<file path="config.mk">
export PLATFORM = sky130hd
export DESIGN_NAME = stepper_half_step_driver
export DESIGN_NICKNAME = d
export VERILOG_FILES = /design/src/hw/rtl/shsd_pkg.sv /design/src/hw/rtl/stepper_half_step_driver.sv
export SDC_FILE = /design/constraint.sdc
export NUM_CORES = 1
export LEC_CHECK = 0
export BUFFER_PORTS_ARGS = -buffer_cell sky130_fd_sc_hd__clkbuf_2
export CAP_MARGIN = 40
export CORE_MARGIN = 5
export CORE_UTILIZATION = 45
export DETAILED_ROUTE_END_ITERATION = 16
export PLACE_DENSITY = 0.72
export SYNTH_ARGS = -nofsm -noshare
export SYNTH_HDL_FRONTEND = slang
export SYNTH_SLANG_ARGS = --single-unit
</file>
<file path="constraint.sdc">
create_clock -name clk -period 6.31 [get_ports clk]
set_clock_uncertainty 0.2 [all_clocks]
set_input_delay 0 -clock clk [delete_from_list [all_inputs] [get_ports clk]]
set_output_delay 0 -clock clk [all_outputs]
set_load 0.02 [all_outputs]
</file>
<file path="src/hw/rtl/shsd_pkg.sv">
// shared types, opcodes and the half-step coil table for the stepper driver
`timescale 1ns / 1ps

package shsd_pkg;

	// half-step sequence length
	localparam int unsigned PHASE_COUNT = 8;

	// event opcodes carried by each input item
	typedef enum logic [2:0] {
		OP_TICK    = 3'd0,
		OP_TOGGLE  = 3'd1,
		OP_FORWARD = 3'd2,
		OP_SLOWER  = 3'd3,
		OP_FASTER  = 3'd4,
		OP_SERVICE = 3'd5
	} opcode_t;

	// direction codes
	localparam logic [1:0] DIR_STOP    = 2'd0;
	localparam logic [1:0] DIR_REVERSE = 2'd1;
	localparam logic [1:0] DIR_FORWARD = 2'd2;

	// configuration register indexes
	localparam logic [2:0] REG_PERIOD_BASE   = 3'd0;
	localparam logic [2:0] REG_PERIOD_SCALE  = 3'd1;
	localparam logic [2:0] REG_SPEED_STEP    = 3'd2;
	localparam logic [2:0] REG_SPEED_CEILING = 3'd3;
	localparam logic [2:0] REG_SPEED_FLOOR   = 3'd4;
	localparam logic [2:0] REG_ENCODER_LOW   = 3'd5;
	localparam logic [2:0] REG_ENCODER_HIGH  = 3'd6;
	localparam logic [2:0] REG_DUTY_SCALE    = 3'd7;

	// register reset values
	localparam logic [15:0] PERIOD_BASE_RST   = 16'd2000;
	localparam logic [7:0]  PERIOD_SCALE_RST  = 8'd10;
	localparam logic [7:0]  SPEED_STEP_RST    = 8'd10;
	localparam logic [7:0]  SPEED_CEILING_RST = 8'd190;
	localparam logic [7:0]  SPEED_FLOOR_RST   = 8'd10;
	localparam logic [7:0]  ENCODER_LOW_RST   = 8'd1;
	localparam logic [7:0]  ENCODER_HIGH_RST  = 8'd10;
	localparam logic [7:0]  DUTY_SCALE_RST    = 8'd10;

	// input item
	typedef struct packed {
		logic [2:0] opcode;
		logic [7:0] encoder_count;
	} cmd_t;

	// result item
	typedef struct packed {
		logic [3:0]  coil_pattern;
		logic        coil_write;
		logic [15:0] timer_period;
		logic        period_write;
		logic [7:0]  pwm_compare;
		logic [7:0]  encoder_writeback;
		logic [7:0]  speed_now;
		logic [1:0]  direction_now;
		logic [2:0]  phase_now;
	} res_t;

	// half-step coil drive table
	function automatic logic [3:0] half_step(input logic [2:0] idx);
		logic [3:0] pat;
		case (idx)
			3'd0: pat = 4'b0011;
			3'd1: pat = 4'b0010;
			3'd2: pat = 4'b0110;
			3'd3: pat = 4'b0100;
			3'd4: pat = 4'b1100;
			3'd5: pat = 4'b1000;
			3'd6: pat = 4'b1001;
			3'd7: pat = 4'b0001;
			default: pat = 4'b0000;
		endcase
		return pat;
	endfunction

endpackage

</file>
<file path="src/hw/rtl/stepper_half_step_driver.sv">
// event-driven half-step stepper driver: input register, update logic, result register
//
//  channel  | signals                          | dir | notes
//  ---------+----------------------------------+-----+----------------------------
//  command  | cmd_valid, cmd_ready, cmd        | in  | one event item
//  result   | res_valid, res_ready, res        | out | one result per event item
//  config   | cfg_we, cfg_index, cfg_wdata     | in  | write only, no wait
//
// one item per cycle sustained while results are taken; an accepted item passes the input register,
// then the result register, which holds the updated motor state.
// arst_n clears the motor state and loads the register defaults.
// a stalled result holds the update stage; the input register still takes an item
// when the update stage moves on in the same cycle.
`timescale 1ns / 1ps

module stepper_half_step_driver (
	input  logic                clk,
	input  logic                arst_n,
	input  logic                cmd_valid,
	output logic                cmd_ready,
	input  shsd_pkg::cmd_t      cmd,
	output logic                res_valid,
	input  logic                res_ready,
	output shsd_pkg::res_t      res,
	input  logic                cfg_we,
	input  logic [2:0]          cfg_index,
	input  logic [15:0]         cfg_wdata
);

	// configuration registers
	logic [15:0] period_base_q;
	logic [7:0]  period_scale_q, speed_step_q, speed_ceiling_q, speed_floor_q;
	logic [7:0]  encoder_low_q, encoder_high_q, duty_scale_q;

	// motor state
	logic [2:0]  phase_q;
	logic [1:0]  direction_q;
	logic [7:0]  speed_q;
	logic [7:0]  pwm_q;
	logic [3:0]  coil_q;
	logic [15:0] period_q;

	// pipeline
	logic             valid_s1;
	shsd_pkg::cmd_t   cmd_s1;
	logic             res_valid_q;
	shsd_pkg::res_t   res_q;
	logic             advance;

	// next state and result
	logic [2:0]  phase_d;
	logic [1:0]  direction_d;
	logic [7:0]  speed_d;
	logic [7:0]  pwm_d;
	logic [3:0]  coil_d;
	logic [15:0] period_d;
	logic        coil_wr;
	logic        period_wr;
	logic [7:0]  clamped;
	logic [7:0]  writeback;
	logic [15:0] duty_prod;
	logic [15:0] reduction;
	logic [8:0]  speed_sum;

	assign advance   = valid_s1 && (!res_valid_q || res_ready);
	assign cmd_ready = !valid_s1 || advance;
	assign res_valid = res_valid_q;
	assign res       = res_q;

	// configuration writes
	always_ff @(posedge clk or negedge arst_n) begin
		if (!arst_n) begin
			period_base_q   <= shsd_pkg::PERIOD_BASE_RST;
			period_scale_q  <= shsd_pkg::PERIOD_SCALE_RST;
			speed_step_q    <= shsd_pkg::SPEED_STEP_RST;
			speed_ceiling_q <= shsd_pkg::SPEED_CEILING_RST;
			speed_floor_q   <= shsd_pkg::SPEED_FLOOR_RST;
			encoder_low_q   <= shsd_pkg::ENCODER_LOW_RST;
			encoder_high_q  <= shsd_pkg::ENCODER_HIGH_RST;
			duty_scale_q    <= shsd_pkg::DUTY_SCALE_RST;
		end else if (cfg_we) begin
			case (cfg_index)
				shsd_pkg::REG_PERIOD_BASE:   period_base_q   <= cfg_wdata;
				shsd_pkg::REG_PERIOD_SCALE:  period_scale_q  <= cfg_wdata[7:0];
				shsd_pkg::REG_SPEED_STEP:    speed_step_q    <= cfg_wdata[7:0];
				shsd_pkg::REG_SPEED_CEILING: speed_ceiling_q <= cfg_wdata[7:0];
				shsd_pkg::REG_SPEED_FLOOR:   speed_floor_q   <= cfg_wdata[7:0];
				shsd_pkg::REG_ENCODER_LOW:   encoder_low_q   <= cfg_wdata[7:0];
				shsd_pkg::REG_ENCODER_HIGH:  encoder_high_q  <= cfg_wdata[7:0];
				shsd_pkg::REG_DUTY_SCALE:    duty_scale_q    <= cfg_wdata[7:0];
				default: ;
			endcase
		end
	end

	// input register
	always_ff @(posedge clk or negedge arst_n) begin
		if (!arst_n) begin
			valid_s1 <= 1'b0;
		end else if (cmd_ready) begin
			valid_s1 <= cmd_valid;
		end
	end

	always_ff @(posedge clk) begin
		if (cmd_valid && cmd_ready) begin
			cmd_s1 <= cmd;
		end
	end

	// shared arithmetic for speed and service events
	always_comb begin
		if (cmd_s1.encoder_count > encoder_high_q) begin
			clamped = encoder_high_q;
		end else if (cmd_s1.encoder_count < encoder_low_q) begin
			clamped = encoder_low_q;
		end else begin
			clamped = cmd_s1.encoder_count;
		end
		duty_prod = 16'(clamped) * 16'(duty_scale_q);
		reduction = 16'(speed_q) * 16'(period_scale_q);
		speed_sum = 9'(speed_q) + 9'(speed_step_q);
	end

	// state update per opcode
	always_comb begin
		phase_d     = phase_q;
		direction_d = direction_q;
		speed_d     = speed_q;
		pwm_d       = pwm_q;
		coil_d      = coil_q;
		period_d    = period_q;
		coil_wr     = 1'b0;
		period_wr   = 1'b0;
		writeback   = 8'd0;
		case (cmd_s1.opcode)
			shsd_pkg::OP_TICK: begin
				phase_d = phase_q + 3'd1;
			end
			shsd_pkg::OP_TOGGLE: begin
				direction_d = (direction_q == shsd_pkg::DIR_STOP) ?
					shsd_pkg::DIR_REVERSE : shsd_pkg::DIR_STOP;
			end
			shsd_pkg::OP_FORWARD: begin
				direction_d = shsd_pkg::DIR_FORWARD;
			end
			shsd_pkg::OP_SLOWER: begin
				if (speed_q >= speed_floor_q) begin
					speed_d = (speed_q >= speed_step_q) ? speed_q - speed_step_q : 8'd0;
				end
			end
			shsd_pkg::OP_FASTER: begin
				if (speed_q <= speed_ceiling_q) begin
					speed_d = speed_sum[8] ? 8'hFF : speed_sum[7:0];
				end
			end
			shsd_pkg::OP_SERVICE: begin
				writeback = clamped;
				pwm_d     = (duty_prod > 16'd255) ? 8'hFF : duty_prod[7:0];
				if (speed_q != 8'd0 || direction_q != shsd_pkg::DIR_STOP) begin
					period_d  = (reduction >= period_base_q) ? 16'd0 :
						period_base_q - reduction;
					period_wr = 1'b1;
					if (direction_q == shsd_pkg::DIR_REVERSE) begin
						// reverse walk, index wraps at phase zero
						coil_d  = shsd_pkg::half_step(3'd0 - phase_q);
						coil_wr = 1'b1;
					end else if (direction_q == shsd_pkg::DIR_FORWARD) begin
						coil_d  = shsd_pkg::half_step(phase_q);
						coil_wr = 1'b1;
					end
				end
			end
			default: ;
		endcase
	end

	// motor state registers
	always_ff @(posedge clk or negedge arst_n) begin
		if (!arst_n) begin
			phase_q     <= 3'd0;
			direction_q <= shsd_pkg::DIR_STOP;
			speed_q     <= 8'd0;
			pwm_q       <= 8'd0;
			coil_q      <= 4'd0;
			period_q    <= 16'd0;
		end else if (advance) begin
			phase_q     <= phase_d;
			direction_q <= direction_d;
			speed_q     <= speed_d;
			pwm_q       <= pwm_d;
			coil_q      <= coil_d;
			period_q    <= period_d;
		end
	end

	// result register
	always_ff @(posedge clk or negedge arst_n) begin
		if (!arst_n) begin
			res_valid_q <= 1'b0;
		end else if (advance) begin
			res_valid_q <= 1'b1;
		end else if (res_ready) begin
			res_valid_q <= 1'b0;
		end
	end

	always_ff @(posedge clk) begin
		if (advance) begin
			res_q.coil_pattern      <= coil_d;
			res_q.coil_write        <= coil_wr;
			res_q.timer_period      <= period_d;
			res_q.period_write      <= period_wr;
			res_q.pwm_compare       <= pwm_d;
			res_q.encoder_writeback <= writeback;
			res_q.speed_now         <= speed_d;
			res_q.direction_now     <= direction_d;
			res_q.phase_now         <= phase_d;
		end
	end

	// direction never reaches the unused code
	a_dir_legal: assert property (@(posedge clk) disable iff (!arst_n)
		direction_q != 2'd3)
		else $error("direction register holds unused code");

	// a coil write only comes with a period write
	a_coil_period: assert property (@(posedge clk) disable iff (!arst_n)
		res_valid_q && res_q.coil_write |-> res_q.period_write)
		else $error("coil write without period write");

	// a period write needs a moving motor
	a_period_active: assert property (@(posedge clk) disable iff (!arst_n)
		res_valid_q && res_q.period_write |->
			(res_q.speed_now != 8'd0 || res_q.direction_now != shsd_pkg::DIR_STOP))
		else $error("period write while motor stopped");

	// an empty result register never blocks the input
	a_ready_free: assert property (@(posedge clk) disable iff (!arst_n)
		!res_valid_q |-> cmd_ready)
		else $error("input blocked with empty result register");

endmodule

</file>
==> metrics.md, run 1 <==
| Metric | Value |
|---|---|
| Yosys top cell by area | `dfrtp_1` |
| Residual DRC | `0` |
| Vias per cell | `between 5 and 6` |
| Min setup slack post-route | `-69.64 ps` |
| Final HPWL DP | `between 20 and 25 mm` |
| # fillers | `between 2000 and 3000` |
| Final hold violation count | `0` |
| Post-synth top flop | `dfrtp_1` |
| Initial antenna violation count | `4` |
| Total CTS buffers | `17` |
| Vias | `about 11000` |
| Sequential element share of the synthesized area | `34.58%` |
| Worst-path clk slew | `about 90 ps` |
| Clock sink count | `about 180` |
| Fin crit share | `101.1%` |
| Root cell of the clock tree | `clkbuf_16` |
| Max FO, Critical Path | `7` |
| Routed wire length | `~34 mm` |
| First-pass GRT wire length | `54.17 mm` |
| F_max | `0.1567 GHz` |
| EDFF count, synth | `between 60 and 70` |
| Fin Setup TNS | `-429.5 ps` |
| Drt initial violations | `between 700 and 800` |
| Router iterations before antenna repair | `6` |
| Crit Path Category | `flip-flop to flip-flop` |
| Die Area | `34250 µm²` |
| Vias in the first global route | `around 11000` |
| Syn_nets | `~1600` |
| Clk Latency, worst-skew pair | `between 400 and 500 ps` |
| Critical path required time | `around 6300 ps` |
| Crit path time final | `around 6400 ps` |
| Initial Utilization | `a little under half` |
| Max_slew headroom | `between 40% and 50%` |
| Cell Area, Synth | `between 10000 and 15000 µm²` |
| Post-route ant nets | `0` |
| Min-delay worst type | `input pin to flip-flop` |
| Die height | `approximately 190 µm` |
| Flop-to-flop setup slack | `-70 ps` |
| Ys Warns | `0` |
| Core ar. | `between 30000 and 40000 µm²` |
| P&R area growth vs syn | `22.74%` |
| Synth unique cells | `84` |
| Final setup fails | `13` |
| Slew Viols, Final | `0` |
| H-Tree Depth | `4` |
| Routability cong. | `~0.89` |
| Area of the multi-input gates | `roughly 8700 µm²` |
| Ports | `88` |
| Startpoint types | `flip-flop` |
| Critical Path End Type | `flip-flop` |
| Asr flop ratio synth | `~65%` |
| Share of cells above drive strength 1 | `between 20% and 30%` |
| DP Cell Count | `around 1900` |
| Final net count | `approximately 1800` |
| Top cell type's share of synthesized area | `16.69%` |
| Post-synthesis cell count | `approximately 1400` |
| Port-buffer cells | `87` |
| GR Overflow Total | `0` |
| Storage cell area | `roughly 4800 µm²` |
| CTS tree | `built` |
| Drt wl/cell | `between 15 and 20 µm` |
| Longest Clk Path Bufs | `2` |
| Die width | `between 150 and 200 µm` |
| Ranking of synthesized cells by area | `dfrtp_1 17%, edfxtp_1 14%, ha_1 13%` |
| Flops & latches, synth | `between 150 and 200` |
| WP data arrival | `~6400 ps` |
| Final Non-Filler Cells | `1998` |
| Hold Slack | `~57 ps` |
| Least-Margin Pin Slew | `approximately 760 ps` |
| Failing checks | `setup timing` |
| Max-Cap Viols | `0` |
| GRT Total Usage | `19.47%` |
| Outcome | `finished, violations left` |
| Mean Syn Cell Area | `around 10 µm²` |
| Largest net degree at the start of global routing | `42` |
| Row cnt | `64` |
| RSZ-0062 raised after global routing | `yes` |
## final cells by class
type | instances | share of cell area, %
sequential | 177 | 28.21
antenna | 3 | 0.04435
inverter | 158 | 3.511
clock inverter | 15 | 0.9979
tap | 396 | 2.927
clock buffer | 17 | 2.513
multi-input combinational | 992 | 51.15
timing repair buffer | 240 | 10.65
## stage by stage
| step | setup WS, ps | area, µm² | utilization [%] |
|---|---|---|---|
| floorplan | 13.74 | 13820 | - |
| detailed placement | -332.3 | 15130 | 49.74 |
| global route | -314.3 | 16930 | 55.63 |
| finish | -69.64 | 16930 | 55.63 |
| global placement | -110.1 | 15090 | 49.59 |
| CTS | -84.80 | 16390 | 53.86 |
## worst paths after layout
check	start	end	cells past startpoint
min in group asynchronous	arst_n	period_base_q[9]	3
min	cfg_we	period_scale_q[7]	4
max in group asynchronous	arst_n	period_scale_q[3]	5
max reg2reg	cmd_s1[2]	res[22]	27
max	cmd_s1[2]	res[22]	27
min reg2reg	coil_q[0]	coil_q[0]	2
## cells in the mapped netlist, drive strengths merged (4+ instances only)
master  instances
o21bai          4
buf            14
xor2           16
a21boi          6
a21o           18
nand3b          5
inv           157
nor2           60
edfxtp         62
clkbuf         25
fa             75
a41oi           4
a211oi          6
dfrtp          92
or2             6
a22o           17
o31ai           5
a22oi           8
nor2b          18
mux2           68
o211ai          6
o21ai          67
a31oi          19
nor3           23
nand2         126
and2          101
nand4           6
o21a           11
ha            143
nor4            5
a21oi          58
nand4b          5
or3             5
xnor2          18
dfstp          23
nand2b         12
mux2i           8
nand3          11
nor3b           5
## layer usage
metal / up-vias / wire length [µm] / track usage (%)
met4: 0 / 550 / 4.815
met1: 5363 / 15500 / 26.84
li1: 5160 / - / -
met2: 241 / 16270 / 32.76
met3: 45 / 1294 / 2.592
met5: - / 0 / 0
## worst max-delay path, cell delays in order, from the launching register on
cell	delay (ps)
edfxtp_1	450
ha_4	280
a21oi_2	150
o21ai_2	80
a41oi_2	180
a21oi_4	90
buf_6	140
buf_6	120
mux2i_4	180
o21ai_4	200
nand2_1	110
fa_1	520
fa_1	560
inv_1	50
fa_1	470
inv_1	50
fa_1	510
inv_2	50
ha_4	270
o21ai_2	60
nor2_2	140
o211ai_1	120
a21boi_1	190
mux2_4	330
nor4_4	270
buf_6	160
buf_6	120
a21oi_1	60
## layout by cell type (no fill, tap or decap), types with 12 or more instances in the layout
cell type,instances
inv_1,154
ha_1,131
nand2_1,124
and2_1,96
buf_4,95
dfrtp_1,87
clkbuf_2,86
fa_1,71
mux2_2,66
edfxtp_1,62
nor2_1,56
o21ai_0,54
a21oi_1,44
dlygate4sd3_1,38
dfstp_2,23
nor3_1,21
a31oi_1,19
clkbuf_16,18
a21o_1,17
a22o_1,17
xnor2_1,16
xor2_1,16
nor2b_1,15
buf_6,15
a21oi_2,13
nand2b_1,12
## registers in the layout, indices dropped and copies added (netlist names), 11 cells and up
register	count
res	51
period_base_q	16
period_q	16
cmd_s1	11
## kinds of logic (layout without fill, tap and decap cells)
family / after synthesis / count (layout) / synth area share, %
xor+xnor: 34 / 34 / 2.159
buf+inv: 197 / 430 / 5.562
mux: 76 / 76 / 6.133
fa+ha+maj: 218 / 218 / 23.86
compound gates: 264 / 265 / 12.79
other cells: 0 / 3 / 0
flops: 177 / 177 / 34.58
simple gates: 399 / 399 / 14.92
## timing repair
action,4_1_cts,5_1_grt
setup buffers,15,29
endpoints found under the setup margin,24,48
pin swaps,36,39
resized for setup,38,61
hold buffers,39,0
hold endpoints to repair,147,0
gates cloned,1,1
Power of run 1 is left out: the tool's default activity adds up to more than one toggle a clock period on the data nets, which glitch-free logic cannot reach.
==> inputs of run 2 (changes only) <==
--- a/config.mk
+++ b/config.mk
@@ -11,6 +11,7 @@
 export CORE_UTILIZATION = 45
 export DETAILED_ROUTE_END_ITERATION = 16
 export PLACE_DENSITY = 0.72
+export SKIP_CTS_REPAIR_TIMING = 1
 export SYNTH_ARGS = -nofsm -noshare
 export SYNTH_HDL_FRONTEND = slang
 export SYNTH_SLANG_ARGS = --single-unit
==> metrics.md, run 2 (synthesized netlist as in run 1, its figures left out) <==
| Metric | Value |
|---|---|
| Outcome | `finished, violations left` |
| Failing checks | `setup timing` |
| Hold path start | `cfg_we` |
| Crit path launch | `cmd_s1[2]` |
| Storage cell area | `4775 µm² (unchanged)` |
| Crit path time final | `6463 ps (+83.17 ps)` |
| Die height | `185.1 µm (unchanged)` |
| Routed wire length | `33.62 mm (about the same)` |
| Worst path top cell family by delay | `adder cells` |
| Final Non-Filler Cells | `1976 (-1.1%)` |
| Critical path required time | `6250 ps (-60 ps)` |
| Clock sink count | `177 (unchanged)` |
| Port-buffer cells | `87 (unchanged)` |
| CP cell instances | `ha_4 -> nand2_2 -> o21ai_2 -> a41oi_2 -> a21oi_4 -> buf_6 -> mux2i_4 -> o21ai_4 -> and2_1 -> fa_1 -> fa_1 -> fa_1 -> inv_1 -> fa_1 -> inv_1 -> ha_4 -> or2b_2 -> or4_4 -> a21oi_2 -> nor2b_2 -> nor4_4 -> buf_6 -> buf_6 -> a31oi_1` |
| Max reg flops | `51 (unchanged)` |
| Die Area | `34250 µm² (unchanged)` |
| DP Cell Count | `1878 (unchanged)` |
| Final HPWL DP | `24.45 mm (unchanged)` |
| Initial Utilization | `45.32% (unchanged)` |
| Met1 WL | `15.40 mm (-0.66%)` |
| Critical Path End Type | `flip-flop` |
| F_max | `0.1547 GHz (-1.3%)` |
| Commonest cells after routing, fill and taps aside | `151 x inv_1, 134 x ha_1, 123 x nand2_1` |
| Max_slew headroom | `41.13% (-7.7 points)` |
| Final setup fails | `12 (-1)` |
| Die width | `185.1 µm (unchanged)` |
| Longest Clk Path Bufs | `2 (unchanged)` |
| H-Tree Depth | `4 (unchanged)` |
| Fin crit share | `102.4% (+1.3 points)` |
| Metal3 WL | `1.390 mm (+7.4%)` |
| Share of cells above drive strength 1 | `25.78% (-0.49 points)` |
| Worst-path clk slew | `80 ps (about the same)` |
| Final net count | `1819 (-1.1%)` |
| Min setup slack post-route | `-152.8 ps (-83.17 ps)` |
| CP bufs+invs | `5 (-2)` |
| # fillers | `2618 (+1.2%)` |
| Total CTS buffers | `17 (unchanged)` |
| CTS tree | `built` |
| Drt wl/cell | `17.01 µm (+1.1%)` |
| Post-route ant nets | `0 (unchanged)` |
| Slowest Stage Delay on Critical Path | `530 ps (-30 ps)` |
| Clk Latency, worst-skew pair | `440 ps (about the same)` |
| Pre-CTS WS | `-332.3 ps (unchanged)` |
| Crit Path Category | `flip-flop to flip-flop` |
| Vias in the first global route | `10474 (-3.1%)` |
| P&R area growth vs syn | `21.76%` |
| DR top layer | `met4` |
| Startpoint types | `flip-flop` |
| Min-delay worst type | `input pin to flip-flop` |
| Final hold violation count | `0 (unchanged)` |
| Slew Viols, Final | `0 (unchanged)` |
| Drt initial violations | `670 (-5.9%)` |
| Most common cell after layout, fill and taps aside | `inv_1` |
| WP data arrival | `6410 ps (+30 ps)` |
| Final design utilization | `55.18% (-0.44 points)` |
| CP max stage cell | `fa_1` |
| Max-Cap Viols | `0 (unchanged)` |
| Vias per cell | `5.457 (+0.87%)` |
| Largest net degree at the start of global routing | `45 (+7.1%)` |
| Row cnt | `64 (unchanged)` |
| Core ar. | `30430 µm² (unchanged)` |
| GR Overflow Total | `0 (unchanged)` |
| Max FO, Critical Path | `7 (unchanged)` |
| Most numerous cell on the critical path | `fa_1` |
| Met2 WL | `16.34 mm (+0.44%)` |
| Vias | `10783 (-0.24%)` |
| Router iterations before antenna repair | `7 (+1)` |
| Fin Setup TNS | `-1265 ps (-835.7 ps)` |
| Area of the multi-input gates | `8671 µm² (+0.16%)` |
| Initial antenna violation count | `2 (-2)` |
| RR Startpoint | `cmd_s1[2]` |
| Least-Margin Pin Slew | `883.1 ps (+119.5 ps)` |
| Residual DRC | `0 (unchanged)` |
| GRT Total Usage | `18.89% (-0.58 points)` |
| Root cell of the clock tree | `clkbuf_16` |
| Ports | `88 (unchanged)` |
| Routability cong. | `0.8923 (unchanged)` |
| First-pass GRT wire length | `52.47 mm (-3.1%)` |
| RSZ-0062 raised after global routing | `yes` |
## run 2: cell types whose count changed in the layout (fill, tap and decap cells not counted), moves of 3 or more
cell	previous run	this run
inv_2	3	6
a21oi_2	13	16
inv_1	154	151
a21oi_1	44	40
ha_4	11	8
buf_4	95	79
a31oi_4	0	3
a31oi_1	19	16
buf_6	15	10
ha_1	131	134
## run 2: layer usage
layer,global-route usage [%],up-vias
li1,-,5119
met1,26.22,5352
met2,31.41,271
met3,3.024,41
met4,4.287,0
met5,0,-
## run 2: worst paths after layout
path / slack, ps / endpoint / depth (start not counted)
min in group asynchronous: 480 / period_base_q[8] / 3
worst min-delay path: 70 / period_scale_q[7] / 4
max in group asynchronous: 4630 / period_scale_q[3] / 5
worst min register to register: 290 / coil_q[0] / 2
worst max-delay path: -150 / res[21] / 24
worst max register to register: -150 / res[21] / 24
## run 2: area by class of cell
cell class                 count  share of cell area [%]
clock buffer                  17                   2.534
inverter                     158                   3.539
sequential                   177                   28.44
multi-input combinational    992                   51.64
timing repair buffer         220                   9.881
antenna                        1                 0.01490
tap                          396                   2.951
clock inverter                15                   1.006
## run 2: per-stage QoR
step	hold WS [ps]	cell area, µm²
2_1_floorplan	-495.6	13820
5_1_grt	80.39	16790
6_report	65.76	16790
3_3_place_gp	-156.9	15090
4_1_cts	-618.4	15730
3_5_place_dp	-148.6	15130
## run 2: worst min-delay path, delay by kind of cell
kind	cells	cell delay (ps)
and+or+nand+nor	2	290
muxes	1	240
buffers and inverters	1	130
Power of run 2 is left out for the same reason.
